### config.mk
export PLATFORM = sky130hd
export DESIGN_NAME = linear_adsr_envelope
export DESIGN_NICKNAME = d
export VERILOG_FILES = /design/src/design/adsr_pkg.sv /design/src/design/linear_adsr_envelope.sv /design/src/design/adsr_cfg.sv /design/src/design/adsr_ctrl.sv /design/src/design/adsr_dp.sv
export VERILOG_INCLUDE_DIRS = /design/src /design/src/design
export SDC_FILE = /design/constraint.sdc
export NUM_CORES = 2
export LEC_CHECK = 0
export BUFFER_PORTS_ARGS = -buffer_cell sky130_fd_sc_hd__clkbuf_2
export CAP_MARGIN = 20
export CORE_AREA = 2 2 273 207
export DETAILED_ROUTE_END_ITERATION = 8
export DIE_AREA = 0 0 275 209
export PLACE_DENSITY_LB_ADDON = 0.1
export SYNTH_ARGS = -nofsm -noshare
export SYNTH_HDL_FRONTEND = slang
export SYNTH_SLANG_ARGS = --single-unit
export TNS_END_PERCENT = 100
### constraint.sdc
create_clock -name aclk -period 13.51 [get_ports aclk]
set_input_delay 0.6755 -clock aclk [delete_from_list [all_inputs] [get_ports aclk]]
set_output_delay 0.6755 -clock aclk [all_outputs]
set_load 0.02 [all_outputs]
### src/design/linear_adsr_envelope_defines.svh
// Assertion macros used by the envelope generator datapath module.
`ifndef LINEAR_ADSR_ENVELOPE_DEFINES_SVH
`define LINEAR_ADSR_ENVELOPE_DEFINES_SVH

// Same-cycle implication, checked on aclk and disabled during reset.
`define LAE_ASSERT_IMPL(lbl, ante, cons, msg) \
    lbl: assert property (@(posedge aclk) disable iff (!aresetn) (ante) |-> (cons)) \
        else $error(msg);

// Next-cycle implication, checked on aclk and disabled during reset.
`define LAE_ASSERT_NEXT(lbl, ante, cons, msg) \
    lbl: assert property (@(posedge aclk) disable iff (!aresetn) (ante) |=> (cons)) \
        else $error(msg);

`endif

### src/design/adsr_pkg.sv
// Types and constants shared by the envelope generator modules.
`default_nettype none

package adsr_pkg;

    localparam int PHASE_BITS    = 3;
    localparam int CFG_ADDR_BITS = 5;
    localparam int CFG_DATA_BITS = 32;

    // Register reset values before truncation to the level width.
    localparam logic [31:0] PEAK_RESET = 32'd65535;
    localparam logic [31:0] HOLD_RESET = 32'd32768;

    // Register indexes, taken from paddr[4:2].
    localparam logic [2:0] REG_ATTACK  = 3'd0;
    localparam logic [2:0] REG_DECAY   = 3'd1;
    localparam logic [2:0] REG_SUSTAIN = 3'd2;
    localparam logic [2:0] REG_RELEASE = 3'd3;
    localparam logic [2:0] REG_PEAK    = 3'd4;
    localparam logic [2:0] REG_HOLD    = 3'd5;

    typedef enum logic [PHASE_BITS-1:0] {
        PH_ATTACK  = 3'd0,
        PH_DECAY   = 3'd1,
        PH_SUSTAIN = 3'd2,
        PH_RELEASE = 3'd3,
        PH_DONE    = 3'd4
    } phase_t;

    typedef enum logic [2:0] {
        ST_IDLE,
        ST_SKIP,
        ST_MUL,
        ST_DINIT,
        ST_DIV,
        ST_OUT
    } ctrl_state_t;

    // Commands from the controller to the datapath.
    typedef struct packed {
        logic accept;
        logic skip_step;
        logic load_mul;
        logic div_init;
        logic div_step;
        logic load_out;
    } adsr_cmd_t;

    // Status from the datapath to the controller.
    typedef struct packed {
        logic skip_needed;
        logic div_last;
        logic out_free;
    } adsr_status_t;

endpackage

`default_nettype wire

### src/design/linear_adsr_envelope.sv
// Top level of the linear ADSR envelope generator.
//
//  Channel   Direction  Ports                          Contents
//  s_*       in         s_tvalid s_tready s_tdata      one tick: restart flag
//  m_*       out        m_tvalid m_tready m_tdata      one sample: level, phase, last
//  apb       in/out     psel penable pwrite paddr ...  six registers at 4*index
//
// An item passes from accept through phase skipping, the multiplier and the serial
// divider, one quotient bit per cycle, to the result register. The next item is
// accepted in the cycle after the result is loaded, not while the last one is worked.
// Reset is synchronous and active low; it puts the envelope in the done phase.
// A stalled result waits in the output register while the next item is worked.
`default_nettype none

module linear_adsr_envelope
    import adsr_pkg::*;
#(
    parameter int COUNT_BITS = 24,
    parameter int LEVEL_BITS = 16
) (
    input  wire logic                         aclk,
    input  wire logic                         aresetn,
    // Input items.
    input  wire logic                         s_tvalid,
    output logic                              s_tready,
    input  wire logic [7:0]                   s_tdata,   // [0] restart
    // Result items.
    output logic                              m_tvalid,
    input  wire logic                         m_tready,
    output logic [((LEVEL_BITS+PHASE_BITS+7)/8)*8-1:0] m_tdata, // level, phase
    output logic                              m_tlast,
    // Configuration port.
    input  wire logic                         psel,
    input  wire logic                         penable,
    input  wire logic                         pwrite,
    input  wire logic [CFG_ADDR_BITS-1:0]     paddr,
    input  wire logic [CFG_DATA_BITS-1:0]     pwdata,
    output logic      [CFG_DATA_BITS-1:0]     prdata,
    output logic                              pready
);

    localparam int OUT_DATA_BITS = ((LEVEL_BITS + PHASE_BITS + 7) / 8) * 8;

    logic [3:0][COUNT_BITS-1:0] lens;
    logic [LEVEL_BITS-1:0]      peak;
    logic [LEVEL_BITS-1:0]      hold;
    adsr_cmd_t                  cmd;
    adsr_status_t               status;
    logic [LEVEL_BITS-1:0]      m_level;
    logic [PHASE_BITS-1:0]      m_phase;

    adsr_cfg #(
        .COUNT_BITS (COUNT_BITS),
        .LEVEL_BITS (LEVEL_BITS)
    ) u_cfg (
        .aclk    (aclk),
        .aresetn (aresetn),
        .psel    (psel),
        .penable (penable),
        .pwrite  (pwrite),
        .paddr   (paddr),
        .pwdata  (pwdata),
        .prdata  (prdata),
        .pready  (pready),
        .lens    (lens),
        .peak    (peak),
        .hold    (hold)
    );

    adsr_ctrl u_ctrl (
        .aclk     (aclk),
        .aresetn  (aresetn),
        .s_tvalid (s_tvalid),
        .s_tready (s_tready),
        .status   (status),
        .cmd      (cmd)
    );

    adsr_dp #(
        .COUNT_BITS (COUNT_BITS),
        .LEVEL_BITS (LEVEL_BITS)
    ) u_dp (
        .aclk     (aclk),
        .aresetn  (aresetn),
        .cmd      (cmd),
        .status   (status),
        .restart  (s_tdata[0]),
        .lens     (lens),
        .peak     (peak),
        .hold     (hold),
        .m_tready (m_tready),
        .m_tvalid (m_tvalid),
        .m_level  (m_level),
        .m_phase  (m_phase),
        .m_last   (m_tlast)
    );

    // Pack the result: level in the low bits, phase above it, zero fill.
    assign m_tdata = OUT_DATA_BITS'({m_phase, m_level});

endmodule

`default_nettype wire

### src/design/adsr_cfg.sv
// APB-style configuration register file for the envelope generator.
`default_nettype none

module adsr_cfg
    import adsr_pkg::*;
#(
    parameter int COUNT_BITS = 24,
    parameter int LEVEL_BITS = 16
) (
    input  wire logic                          aclk,
    input  wire logic                          aresetn,
    input  wire logic                          psel,
    input  wire logic                          penable,
    input  wire logic                          pwrite,
    input  wire logic [CFG_ADDR_BITS-1:0]      paddr,
    input  wire logic [CFG_DATA_BITS-1:0]      pwdata,
    output logic      [CFG_DATA_BITS-1:0]      prdata,
    output logic                               pready,
    output logic      [3:0][COUNT_BITS-1:0]    lens,
    output logic      [LEVEL_BITS-1:0]         peak,
    output logic      [LEVEL_BITS-1:0]         hold
);

    logic [3:0][COUNT_BITS-1:0] lens_reg;
    logic [LEVEL_BITS-1:0]      peak_reg;
    logic [LEVEL_BITS-1:0]      hold_reg;
    logic [2:0]                 reg_idx;
    logic                       wr_en;

    assign pready  = 1'b1;
    assign reg_idx = paddr[4:2];
    assign wr_en   = psel && penable && pwrite;

    // Register writes; unknown indexes are ignored.
    always_ff @(posedge aclk) begin
        if (!aresetn) begin
            lens_reg <= '0;
            peak_reg <= PEAK_RESET[LEVEL_BITS-1:0];
            hold_reg <= HOLD_RESET[LEVEL_BITS-1:0];
        end else if (wr_en) begin
            unique case (reg_idx)
                REG_ATTACK:  lens_reg[0] <= pwdata[COUNT_BITS-1:0];
                REG_DECAY:   lens_reg[1] <= pwdata[COUNT_BITS-1:0];
                REG_SUSTAIN: lens_reg[2] <= pwdata[COUNT_BITS-1:0];
                REG_RELEASE: lens_reg[3] <= pwdata[COUNT_BITS-1:0];
                REG_PEAK:    peak_reg    <= pwdata[LEVEL_BITS-1:0];
                REG_HOLD:    hold_reg    <= pwdata[LEVEL_BITS-1:0];
                default:     ;
            endcase
        end
    end

    // Read-back mux.
    always_comb begin
        unique case (reg_idx)
            REG_ATTACK:  prdata = CFG_DATA_BITS'(lens_reg[0]);
            REG_DECAY:   prdata = CFG_DATA_BITS'(lens_reg[1]);
            REG_SUSTAIN: prdata = CFG_DATA_BITS'(lens_reg[2]);
            REG_RELEASE: prdata = CFG_DATA_BITS'(lens_reg[3]);
            REG_PEAK:    prdata = CFG_DATA_BITS'(peak_reg);
            REG_HOLD:    prdata = CFG_DATA_BITS'(hold_reg);
            default:     prdata = '0;
        endcase
    end

    assign lens = lens_reg;
    assign peak = peak_reg;
    assign hold = hold_reg;

endmodule

`default_nettype wire

### src/design/adsr_ctrl.sv
// Controller state machine that sequences one envelope sample per item.
`default_nettype none

module adsr_ctrl
    import adsr_pkg::*;
(
    input  wire logic         aclk,
    input  wire logic         aresetn,
    input  wire logic         s_tvalid,
    output logic              s_tready,
    input  wire adsr_status_t status,
    output adsr_cmd_t         cmd
);

    ctrl_state_t state_reg;
    ctrl_state_t state_next;

    // State register.
    always_ff @(posedge aclk) begin
        if (!aresetn) begin
            state_reg <= ST_IDLE;
        end else begin
            state_reg <= state_next;
        end
    end

    // Next state and commands.
    always_comb begin
        state_next = state_reg;
        cmd        = '0;
        s_tready   = 1'b0;
        unique case (state_reg)
            ST_IDLE: begin
                // No item is taken while reset is held.
                s_tready = aresetn;
                if (s_tvalid && aresetn) begin
                    cmd.accept = 1'b1;
                    state_next = ST_SKIP;
                end
            end
            ST_SKIP: begin
                // Walk past empty or finished phases, one per cycle.
                if (status.skip_needed) begin
                    cmd.skip_step = 1'b1;
                end else begin
                    state_next = ST_MUL;
                end
            end
            ST_MUL: begin
                cmd.load_mul = 1'b1;
                state_next   = ST_DINIT;
            end
            ST_DINIT: begin
                cmd.div_init = 1'b1;
                state_next   = ST_DIV;
            end
            ST_DIV: begin
                cmd.div_step = 1'b1;
                if (status.div_last) begin
                    state_next = ST_OUT;
                end
            end
            ST_OUT: begin
                if (status.out_free) begin
                    cmd.load_out = 1'b1;
                    state_next   = ST_IDLE;
                end
            end
            default: begin
                state_next = ST_IDLE;
            end
        endcase
    end

endmodule

`default_nettype wire

### src/design/adsr_dp.sv
// Datapath: phase and index state, multiplier, serial divider and output register.
`default_nettype none

`include "linear_adsr_envelope_defines.svh"

module adsr_dp
    import adsr_pkg::*;
#(
    parameter int COUNT_BITS = 24,
    parameter int LEVEL_BITS = 16
) (
    input  wire logic                       aclk,
    input  wire logic                       aresetn,
    input  wire adsr_cmd_t                  cmd,
    output adsr_status_t                    status,
    input  wire logic                       restart,
    input  wire logic [3:0][COUNT_BITS-1:0] lens,
    input  wire logic [LEVEL_BITS-1:0]      peak,
    input  wire logic [LEVEL_BITS-1:0]      hold,
    input  wire logic                       m_tready,
    output logic                            m_tvalid,
    output logic      [LEVEL_BITS-1:0]      m_level,
    output logic      [PHASE_BITS-1:0]      m_phase,
    output logic                            m_last
);

    localparam int PROD_BITS = COUNT_BITS + LEVEL_BITS;
    localparam int DCNT_BITS = $clog2(LEVEL_BITS);

    // Envelope position.
    phase_t                  phase_reg;
    logic [COUNT_BITS-1:0]   idx_reg;

    // Multiplier and divider registers.
    logic [PROD_BITS-1:0]    prod_reg;
    logic [COUNT_BITS-1:0]   den_reg;
    logic [COUNT_BITS-1:0]   rem_reg;
    logic [LEVEL_BITS-1:0]   quo_reg;
    logic [DCNT_BITS-1:0]    dcnt_reg;

    // Output register.
    logic                    m_valid_reg;
    logic [LEVEL_BITS-1:0]   out_level_reg;
    phase_t                  out_phase_reg;
    logic                    out_last_reg;

    logic [COUNT_BITS-1:0]   len_cur;
    logic [COUNT_BITS-1:0]   len_m1;
    logic                    len_short;
    logic [COUNT_BITS:0]     idx_p1;
    logic                    skip_needed;
    logic                    diff_neg;
    logic [LEVEL_BITS-1:0]   diff_mag;
    logic [COUNT_BITS-1:0]   mul_a;
    logic [LEVEL_BITS-1:0]   mul_b;
    logic [COUNT_BITS-1:0]   den_sel;
    logic [COUNT_BITS:0]     trial;
    logic                    trial_ge;
    logic [LEVEL_BITS-1:0]   level_next;
    logic                    later_empty;
    logic                    last_next;

    // Current phase length and derived terms.
    always_comb begin
        if (phase_reg == PH_DONE) begin
            len_cur = '0;
        end else begin
            len_cur = lens[phase_reg[1:0]];
        end
    end

    assign len_m1      = len_cur - COUNT_BITS'(1);
    assign len_short   = (len_cur[COUNT_BITS-1:1] == '0);
    assign idx_p1      = {1'b0, idx_reg} + (COUNT_BITS+1)'(1);
    assign skip_needed = (phase_reg != PH_DONE) && (idx_reg >= len_cur);
    assign diff_neg    = (hold < peak);
    assign diff_mag    = diff_neg ? (peak - hold) : (hold - peak);

    // Envelope position update on a new item and while skipping phases.
    always_ff @(posedge aclk) begin
        if (!aresetn) begin
            phase_reg <= PH_DONE;
            idx_reg   <= '0;
        end else if (cmd.accept) begin
            if (restart) begin
                phase_reg <= PH_ATTACK;
                idx_reg   <= '0;
            end else if (phase_reg != PH_DONE) begin
                idx_reg <= idx_p1[COUNT_BITS-1:0];
                if (idx_p1[COUNT_BITS]) begin
                    phase_reg <= phase_t'(phase_reg + PHASE_BITS'(1));
                end
            end else begin
                idx_reg <= '0;
            end
        end else if (cmd.skip_step) begin
            phase_reg <= phase_t'(phase_reg + PHASE_BITS'(1));
            idx_reg   <= '0;
        end
    end

    // Operand selection: the quotient of a*b/den is the ramp offset.
    always_comb begin
        unique case (phase_reg)
            PH_ATTACK: begin
                mul_a   = idx_reg;
                mul_b   = peak;
                den_sel = len_m1;
            end
            PH_DECAY: begin
                mul_a   = idx_p1[COUNT_BITS-1:0];
                mul_b   = diff_mag;
                den_sel = len_cur;
            end
            default: begin
                mul_a   = idx_reg;
                mul_b   = hold;
                den_sel = len_m1;
            end
        endcase
    end

    always_ff @(posedge aclk) begin
        if (cmd.load_mul) begin
            prod_reg <= PROD_BITS'(mul_a) * PROD_BITS'(mul_b);
            den_reg  <= den_sel;
        end
    end

    // Restoring divider, one quotient bit per cycle. The quotient never
    // exceeds the level width, so the upper product bits seed the remainder.
    assign trial    = {rem_reg, quo_reg[LEVEL_BITS-1]};
    assign trial_ge = (trial >= {1'b0, den_reg});

    always_ff @(posedge aclk) begin
        if (cmd.div_init) begin
            rem_reg <= prod_reg[PROD_BITS-1:LEVEL_BITS];
            quo_reg <= prod_reg[LEVEL_BITS-1:0];
        end else if (cmd.div_step) begin
            if (trial_ge) begin
                rem_reg <= COUNT_BITS'(trial - {1'b0, den_reg});
            end else begin
                rem_reg <= trial[COUNT_BITS-1:0];
            end
            quo_reg <= {quo_reg[LEVEL_BITS-2:0], trial_ge};
        end
    end

    always_ff @(posedge aclk) begin
        if (!aresetn) begin
            dcnt_reg <= '0;
        end else if (cmd.div_init) begin
            dcnt_reg <= '0;
        end else if (cmd.div_step) begin
            dcnt_reg <= dcnt_reg + DCNT_BITS'(1);
        end
    end

    // Final level per phase.
    always_comb begin
        unique case (phase_reg)
            PH_ATTACK:  level_next = len_short ? peak : quo_reg;
            PH_DECAY:   level_next = diff_neg ? (peak - quo_reg) : (peak + quo_reg);
            PH_SUSTAIN: level_next = hold;
            PH_RELEASE: level_next = len_short ? '0 : (hold - quo_reg);
            default:    level_next = '0;
        endcase
    end

    // Last sample: end of this phase and all later phases empty.
    always_comb begin
        unique case (phase_reg)
            PH_ATTACK:  later_empty = (lens[1] == '0) && (lens[2] == '0) && (lens[3] == '0);
            PH_DECAY:   later_empty = (lens[2] == '0) && (lens[3] == '0);
            PH_SUSTAIN: later_empty = (lens[3] == '0);
            PH_RELEASE: later_empty = 1'b1;
            default:    later_empty = 1'b0;
        endcase
    end

    assign last_next = (phase_reg != PH_DONE) && (idx_p1 >= {1'b0, len_cur}) && later_empty;

    // Output register; the next item may be in work while this one waits.
    always_ff @(posedge aclk) begin
        if (!aresetn) begin
            m_valid_reg <= 1'b0;
        end else if (cmd.load_out) begin
            m_valid_reg <= 1'b1;
        end else if (m_tready) begin
            m_valid_reg <= 1'b0;
        end
    end

    always_ff @(posedge aclk) begin
        if (cmd.load_out) begin
            out_level_reg <= level_next;
            out_phase_reg <= phase_reg;
            out_last_reg  <= last_next;
        end
    end

    assign status.skip_needed = skip_needed;
    assign status.div_last    = (dcnt_reg == DCNT_BITS'(LEVEL_BITS - 1));
    assign status.out_free    = !m_valid_reg || m_tready;

    assign m_tvalid = m_valid_reg;
    assign m_level  = out_level_reg;
    assign m_phase  = out_phase_reg;
    assign m_last   = out_last_reg;

    `LAE_ASSERT_IMPL(a_no_overwrite, cmd.load_out, !m_valid_reg || m_tready, "result overwritten before it was taken")
    `LAE_ASSERT_IMPL(a_skip_before_mul, cmd.load_mul, !skip_needed, "ramp operands taken from a finished phase")
    `LAE_ASSERT_NEXT(a_rem_below_den, cmd.div_init, (rem_reg < den_reg) || (den_reg == '0), "divider seed not below divisor")
    `LAE_ASSERT_IMPL(a_release_bound, cmd.load_out && (phase_reg == PH_RELEASE), level_next <= hold, "release level above sustain level")

endmodule

`default_nettype wire
After elaboration in Yosys (flattened, before gate mapping)
Index checks and enable logic that the tools add are counted.
{"block": "totals", "ff_bits": 287, "output_inout_bits": 60, "word_cells": 131}
{"block": "classes", "add_sub_neg": 10, "n_mul": 1, "magnitude_cmp": 5, "n_eq_ne": 22, "mux": 44, "n_bitwise": 1, "reduce_logical": 30}
{"op": "$mux W24", "n": 11}
{"op": "$pmux W24 S6", "n": 1}
{"op": "$mux W16", "n": 6}
{"op": "$logic_not A24 Y1", "n": 3}
{"op": "$pmux W16 S4", "n": 1}
{"op": "$sub A16 B16 Y16", "n": 4}
{"op": "$ge A25 B24 Y1", "n": 2}
{"op": "$bmux W24 S2", "n": 1}
{"op": "$mul A24 B16 Y40", "n": 1}
{"op": "$pmux W16 S2", "n": 1}
{"op": "$mux W3", "n": 9}
{"op": "$add A24 B1 Y25 const B", "n": 1}
{"op": "$ge A24 B24 Y1", "n": 1}
{"op": "$sub A24 B1 Y24 const B", "n": 1}
{"op": "$sub A24 B24 Y24", "n": 1}
{"op": "$logic_not A23 Y1", "n": 1}
{"op": "$eq A3 B2 Y1 const B", "n": 6}
{"op": "$pmux W3 S6", "n": 1}
{"op": "$add A16 B16 Y16", "n": 1}
{"op": "$lt A16 B16 Y1", "n": 1}
{"op": "$eq A3 B3 Y1 const B", "n": 5}
{"op": "$mux W1", "n": 12}
{"op": "$reduce_and A2 Y1", "n": 6}
{"op": "$eq A3 B1 Y1 const B", "n": 3}
{"op": "other kinds (18)", "n": 33}

Longest topological paths before layout
{"block": "depth", "depth_word": 9, "ltp_mapped": 36, "ltp_nobuf": 33}

Cells and area by module
Synthesis repeated with hierarchy kept, for this count alone.
{"block": "unflattened", "hier_cells": 3638, "hier_area_um2": 32351.0}
{"mod": "adsr_dp", "n_inst": 1, "cells_per_inst": 3008, "area_per_inst_um2": 26207.6}
{"mod": "adsr_cfg", "n_inst": 1, "cells_per_inst": 597, "area_per_inst_um2": 5886.9}
{"mod": "adsr_ctrl", "n_inst": 1, "cells_per_inst": 27, "area_per_inst_um2": 215.2}
{"mod": "linear_adsr_envelope", "n_inst": 1, "cells_per_inst": 6, "area_per_inst_um2": 41.3}

Worst setup path before layout
Ideal clock, no wire load.
{"block": "synth_path", "path_kind": "register to register", "from": "reg u_cfg.hold_reg[0], in the netlist u_cfg.hold[0]", "to": "reg u_dp.prod_reg[35], data pin", "setup_time_ns": 0.263, "arrival_ns": 8.334, "required_time_ns": 13.247, "setup_slack_ns": 4.913, "stages_incl_launch_ff": 34, "n_path_buf": 3, "path_cell_list": "dfxtp_1 inv_1 ha_1 fa_1 nor2b_1 o2111ai_1 a31oi_2 a22o_1 buf_6 buf_2 a211oi_1 o31a_1 a21oi_1 buf_2 nand2_1 fa_1 inv_1 fa_1 inv_1 fa_1 inv_1 fa_1 fa_1 inv_1 fa_1 inv_1 ha_1 nand4_1 or3_1 nor4b_1 a2111oi_0 nor3_1 a21boi_0 xnor2_1"}
{"block": "synth_between", "elab_chain_cells": 4}
{"item": "start, declared", "line_no": "adsr_cfg.sv:26", "text": "logic [LEVEL_BITS-1:0] hold_reg;"}
{"item": "start signal, assigned", "line_no": "adsr_cfg.sv:39", "text": "hold_reg <= HOLD_RESET[LEVEL_BITS-1:0];"}
{"item": "start signal, assigned", "line_no": "adsr_cfg.sv:47", "text": "REG_HOLD: hold_reg <= pwdata[LEVEL_BITS-1:0];"}
{"item": "$sub A16 B16 Y16 / $lt A16 B16 Y1 (equally long branches)", "line_no": "adsr_dp.sv:77, adsr_dp.sv:76"}
{"item": "$mux W16", "line_no": "adsr_dp.sv:77", "text": "assign diff_mag = diff_neg ? (peak - hold) : (hold - peak);"}
{"item": "$pmux W16 S2 (*)", "line_no": "adsr_dp.sv:104", "text": "unique case (phase_reg)"}
{"item": "$mul A24 B16 Y40 (*)", "line_no": "adsr_dp.sv:125", "text": "prod_reg <= PROD_BITS'(mul_a) * PROD_BITS'(mul_b);"}
{"item": "end signal, assigned", "line_no": "adsr_dp.sv:125"}
{"item": "end, declared", "line_no": "adsr_dp.sv:35", "text": "logic [PROD_BITS-1:0] prod_reg;"}
Every way passes the cells marked *; elsewhere a longest branch is shown, timed or not.
A chain may end at the register's enable or synchronous reset.

Worst setup path in the final report
{"block": "layout_path", "from": "reg u_cfg.peak_reg[10], in the netlist u_cfg.peak[10]", "to": "reg u_dp.prod_reg[33], data pin"}
{"block": "layout_between", "elab_chain_cells": 4}
{"item": "start, declared", "line_no": "adsr_cfg.sv:25", "text": "logic [LEVEL_BITS-1:0] peak_reg;"}
{"item": "start signal, assigned", "line_no": "adsr_cfg.sv:38", "text": "peak_reg <= PEAK_RESET[LEVEL_BITS-1:0];"}
{"item": "start signal, assigned", "line_no": "adsr_cfg.sv:46", "text": "REG_PEAK: peak_reg <= pwdata[LEVEL_BITS-1:0];"}
{"item": "$sub A16 B16 Y16 / $lt A16 B16 Y1 (equally long branches)", "line_no": "adsr_dp.sv:77, adsr_dp.sv:76"}
{"item": "$mux W16", "line_no": "adsr_dp.sv:77"}
{"item": "$pmux W16 S2 (*)", "line_no": "adsr_dp.sv:104"}
{"item": "$mul A24 B16 Y40 (*)", "line_no": "adsr_dp.sv:125"}
Marks and branches as above.

==> summary.md <==
| Metric | Value |
|---|---|
| Status | `finished clean` |
| Synth Instances | `between 3000 and 4000` |
| Area after DPL | `roughly 34000 µm²` |
| Cell accounting for the most synthesized area | `fa_1` |
| Register area share after synthesis | `about 21%` |
| CTS H-tree lvls | `1` |
| DR pass1 iterations | `8` |
| Fin nets | `4466` |
| Post-CTS setup repair buffer count | `0` |
| Detailed-route via count | `29870` |
| Crit path buf inv count | `5` |
| WP data required | `13.92 ns` |
| Die Wd | `between 200 and 300 µm` |
| Grt total ovfl | `0` |
| Hold Crit Start | `pwdata[17]` |
| Post-Synthesis Mean Instance Area | `around 8.4 µm²` |
| Cell Rows | `75` |
| Post-route ant nets | `0` |
| Crit Path Category | `reg2reg` |
| Routability cong. | `1.026` |
| P_leak | `approximately 15 nW` |
| Worst-Skew Late Latency | `around 0.65 ns` |
| Post-synth EDFFs | `124` |
| Layout cells sized above 1 | `a little under 8%` |
| Type of origin of the critical path | `register` |
| Worst flop-to-flop path endpoint | `u_dp.prod_reg[33]` |
| I/O pin cnt | `approximately 110` |
| DR vias/cell | `6.484` |
| Die area | `~57000 µm²` |
| Crit-path leading delay family | `adder cells` |
| Comb power frac | `between 10 and 15%` |
| Fin area | `around 35000 µm²` |
| Minimum hold slack | `about 0.33 ns` |
| Synth warn | `0` |
| Total CTS buffers | `31` |
| Root Buffer | `clkbuf_16` |
| Final core occ | `63.20%` |
| CORE AREA | `55180 µm²` |
| Fmax | `0.08453 GHz` |
| PwrDens | `62.26 nW/µm²` |
| Initial Util | `about 60%` |
| Final wirelength | `roughly 110000 µm` |
| Vias in the first global route | `roughly 29000` |
| Cell mode on critical path | `fa_1` |
| Final Non-Filler Cells | `between 4000 and 5000` |
| Crit. End Element | `register` |
| GRT Total Usage | `~39%` |
| Post_cts resized | `0` |
| Netlist cell types | `90` |
| Area delta synth->final | `6.999%` |
| Dpl cells | `4537` |
| Syn Std Cell Area | `32590 µm²` |
| Die H | `209 µm` |
| RSZ-0062 raised after global routing | `false` |
| Average wire per standard cell | `roughly 24 µm` |
| Drt first-iter violations | `around 3900` |
| Fin Setup TNS | `0 ns` |
| FF+latch count, synth | `287` |
| Worst reg-to-reg setup slack | `1.68 ns` |
| Ys async rst share | `0%` |
| DRC viols | `0` |
| Clk pwr share | `a little over two fifths` |
| Final cycle utilization of the critical path | `around 90%` |
| Min Tclk post-route | `11.83 ns` |
| First-pass GRT wire length | `between 150000 and 200000 µm` |
| IO buf count | `80` |
| WHS Path Cells | `3` |
| Least-Margin Pin Slew | `between 1 and 1.5 ns` |
| Ys flop type | `dfxtp_1` |
| Max-slew violation count | `0` |
| Largest register FFs | `between 90 and 100` |
| Slew margin rel. | `17.98%` |
| Max-cap violations | `0` |
| Hold Violations, Final | `0` |
| Slowest cell on the critical path | `nor4b_1` |
| Initial antenna violation count | `3` |
| Max incr delay on CP | `~1.0 ns` |
| Hold Crit Endpoint | `u_cfg.lens[17]` |
| Buffers from clock root to sink, at most | `3` |
| Commonest cells after routing, fill and taps aside | `nand2_1 (526), inv_1 (454), fa_1 (311), a21oi_1 (290), ha_1 (254)` |
| HP Class | `in2reg` |
| Int Power | `between 1.5 and 2 mW` |
| Worst-path clk slew | `around 0.060 ns` |
| DP HPWL | `roughly 86000 µm` |
| Final setup fails | `0` |
| Peak VDD IR | `approximately 0.11 mV` |
| Clock Sinks | `between 200 and 300` |
| Clock skew | `0.04132 ns` |
| Commonest non-fill, non-tap cell in the layout | `nand2_1` |
| Largest net degree at the start of global routing | `around 110` |
| Worst Path Arrival | `about 12 ns` |
| Main area contributors after synthesis | `fa_1 (19%), edfxtp_1 (11%), dfxtp_1 (10%), ha_1 (9.8%), nand2_1 (6.1%)` |
| Reg-to-Reg Start | `u_cfg.peak[10]` |
| P_sw | `between 600 and 700 µW` |
| Worst Reg2Reg Path Length in Cells | `28` |
| Critical path fanouts, max | `24` |
| Post-CTS Hold Buffers | `0` |
| Synth top area share | `around a fifth` |
| Seq pwr share | `between 40% and 50%` |
| Switching Fraction | `between 20 and 30%` |
| CTS tree | `yes` |
==> worst reg2reg max path: cells and delay by family (launching register included) <==
family / cells / cell delay (ns)
fa+ha+maj: 8 / 4.02
simple gates: 6 / 3.20
compound gates: 6 / 2.20
buf+inv: 5 / 0.70
flops: 1 / 0.63
xor+xnor: 2 / 0.47
mux: 1 / 0.40
==> metrics by stage <==
step	setup WS [ns]	total power [mW]
CTS	1.893	2.166
global route	1.439	2.233
finish	1.679	2.171
floorplan	4.913	1.162
detailed placement	1.972	1.251
global placement	1.974	1.243
==> power groups by stage <==
stage | combinational, mW | clock, mW | sequential, mW
after floorplan | 0.187 | 0 | 0.974
after global placement | 0.259 | 0 | 0.983
after detailed placement | 0.267 | 0 | 0.984
after CTS | 0.268 | 0.932 | 0.966
after global routing | 0.299 | 0.965 | 0.969
final | 0.278 | 0.926 | 0.966
==> per-layer routing <==
layer  global-route usage (%)  up-vias  share of wire (%)
li1                         -    13197                  -
met1                    57.59    14520                 42
met2                    55.79     1878                 41
met3                    11.18      275                 13
met4                    11.87        0                3.6
met5                        0        -                  0
==> cell usage after synthesis, types with 8 or more instances <==
cell and count:
mux2i_1 23, buf_1 11, and3_1 23, a21o_1 65, nand3_1 124, o21ai_0 164, nand2_1 527, nor2b_1 26
a211o_1 9, clkbuf_1 155, o21bai_1 13, a22oi_1 70, inv_1 455, buf_6 8, o211ai_1 25, a211oi_1 26
or2_2 15, nand2b_1 31, a21oi_1 290, buf_4 16, nor4_1 29, nor3b_1 8, fa_1 311, mux4_2 24
buf_2 23, dfxtp_1 163, a31oi_1 52, xnor2_1 103, a221oi_1 10, o31ai_1 11, nor2_1 194, or3_1 75
and2_1 20, nor3_1 126, edfxtp_1 124, o21a_1 21, xor2_1 68, nand4_1 32, ha_1 254
==> layout make-up <==
class                      instances  area [µm²]
inverter                         455        1709
sequential                       287        6988
fill                            4756       20310
antenna                            2       5.005
tap                              731       914.6
timing repair buffer             161        1105
multi-input combinational       2913       23060
clock inverter                    14       165.2
clock buffer                      44       924.6
==> worst max-delay path by stage <==
| stage | from | end | slack (ns) | depth (start not counted) |
|---|---|---|---|---|
| global route | u_cfg.hold[1] | u_dp.prod_reg[33] | 1.44 | 29 |
| global placement | u_cfg.peak[10] | u_dp.prod_reg[33] | 1.97 | 29 |
| detailed placement | u_cfg.peak[10] | u_dp.prod_reg[35] | 1.97 | 27 |
| finish | u_cfg.peak[10] | u_dp.prod_reg[33] | 1.68 | 28 |
| CTS | u_cfg.peak[10] | u_dp.prod_reg[35] | 1.89 | 27 |
| floorplan | u_cfg.hold[0] | u_dp.prod_reg[35] | 4.91 | 33 |
==> logic make-up after synthesis <==
| family | Yosys count | synth area share [%] |
|---|---|---|
| and+or+nand+nor | 1265 | 18.02 |
| AOI/OAI and AO/OA | 846 | 16.36 |
| DFF | 287 | 21.44 |
| buffers and inverters | 669 | 8.166 |
| adders and majority gates | 565 | 28.85 |
| other | 2 | 0.02304 |
| muxes | 52 | 2.538 |
| xor gates and xnor gates | 171 | 4.595 |
(Power assumes the default switching activity.)
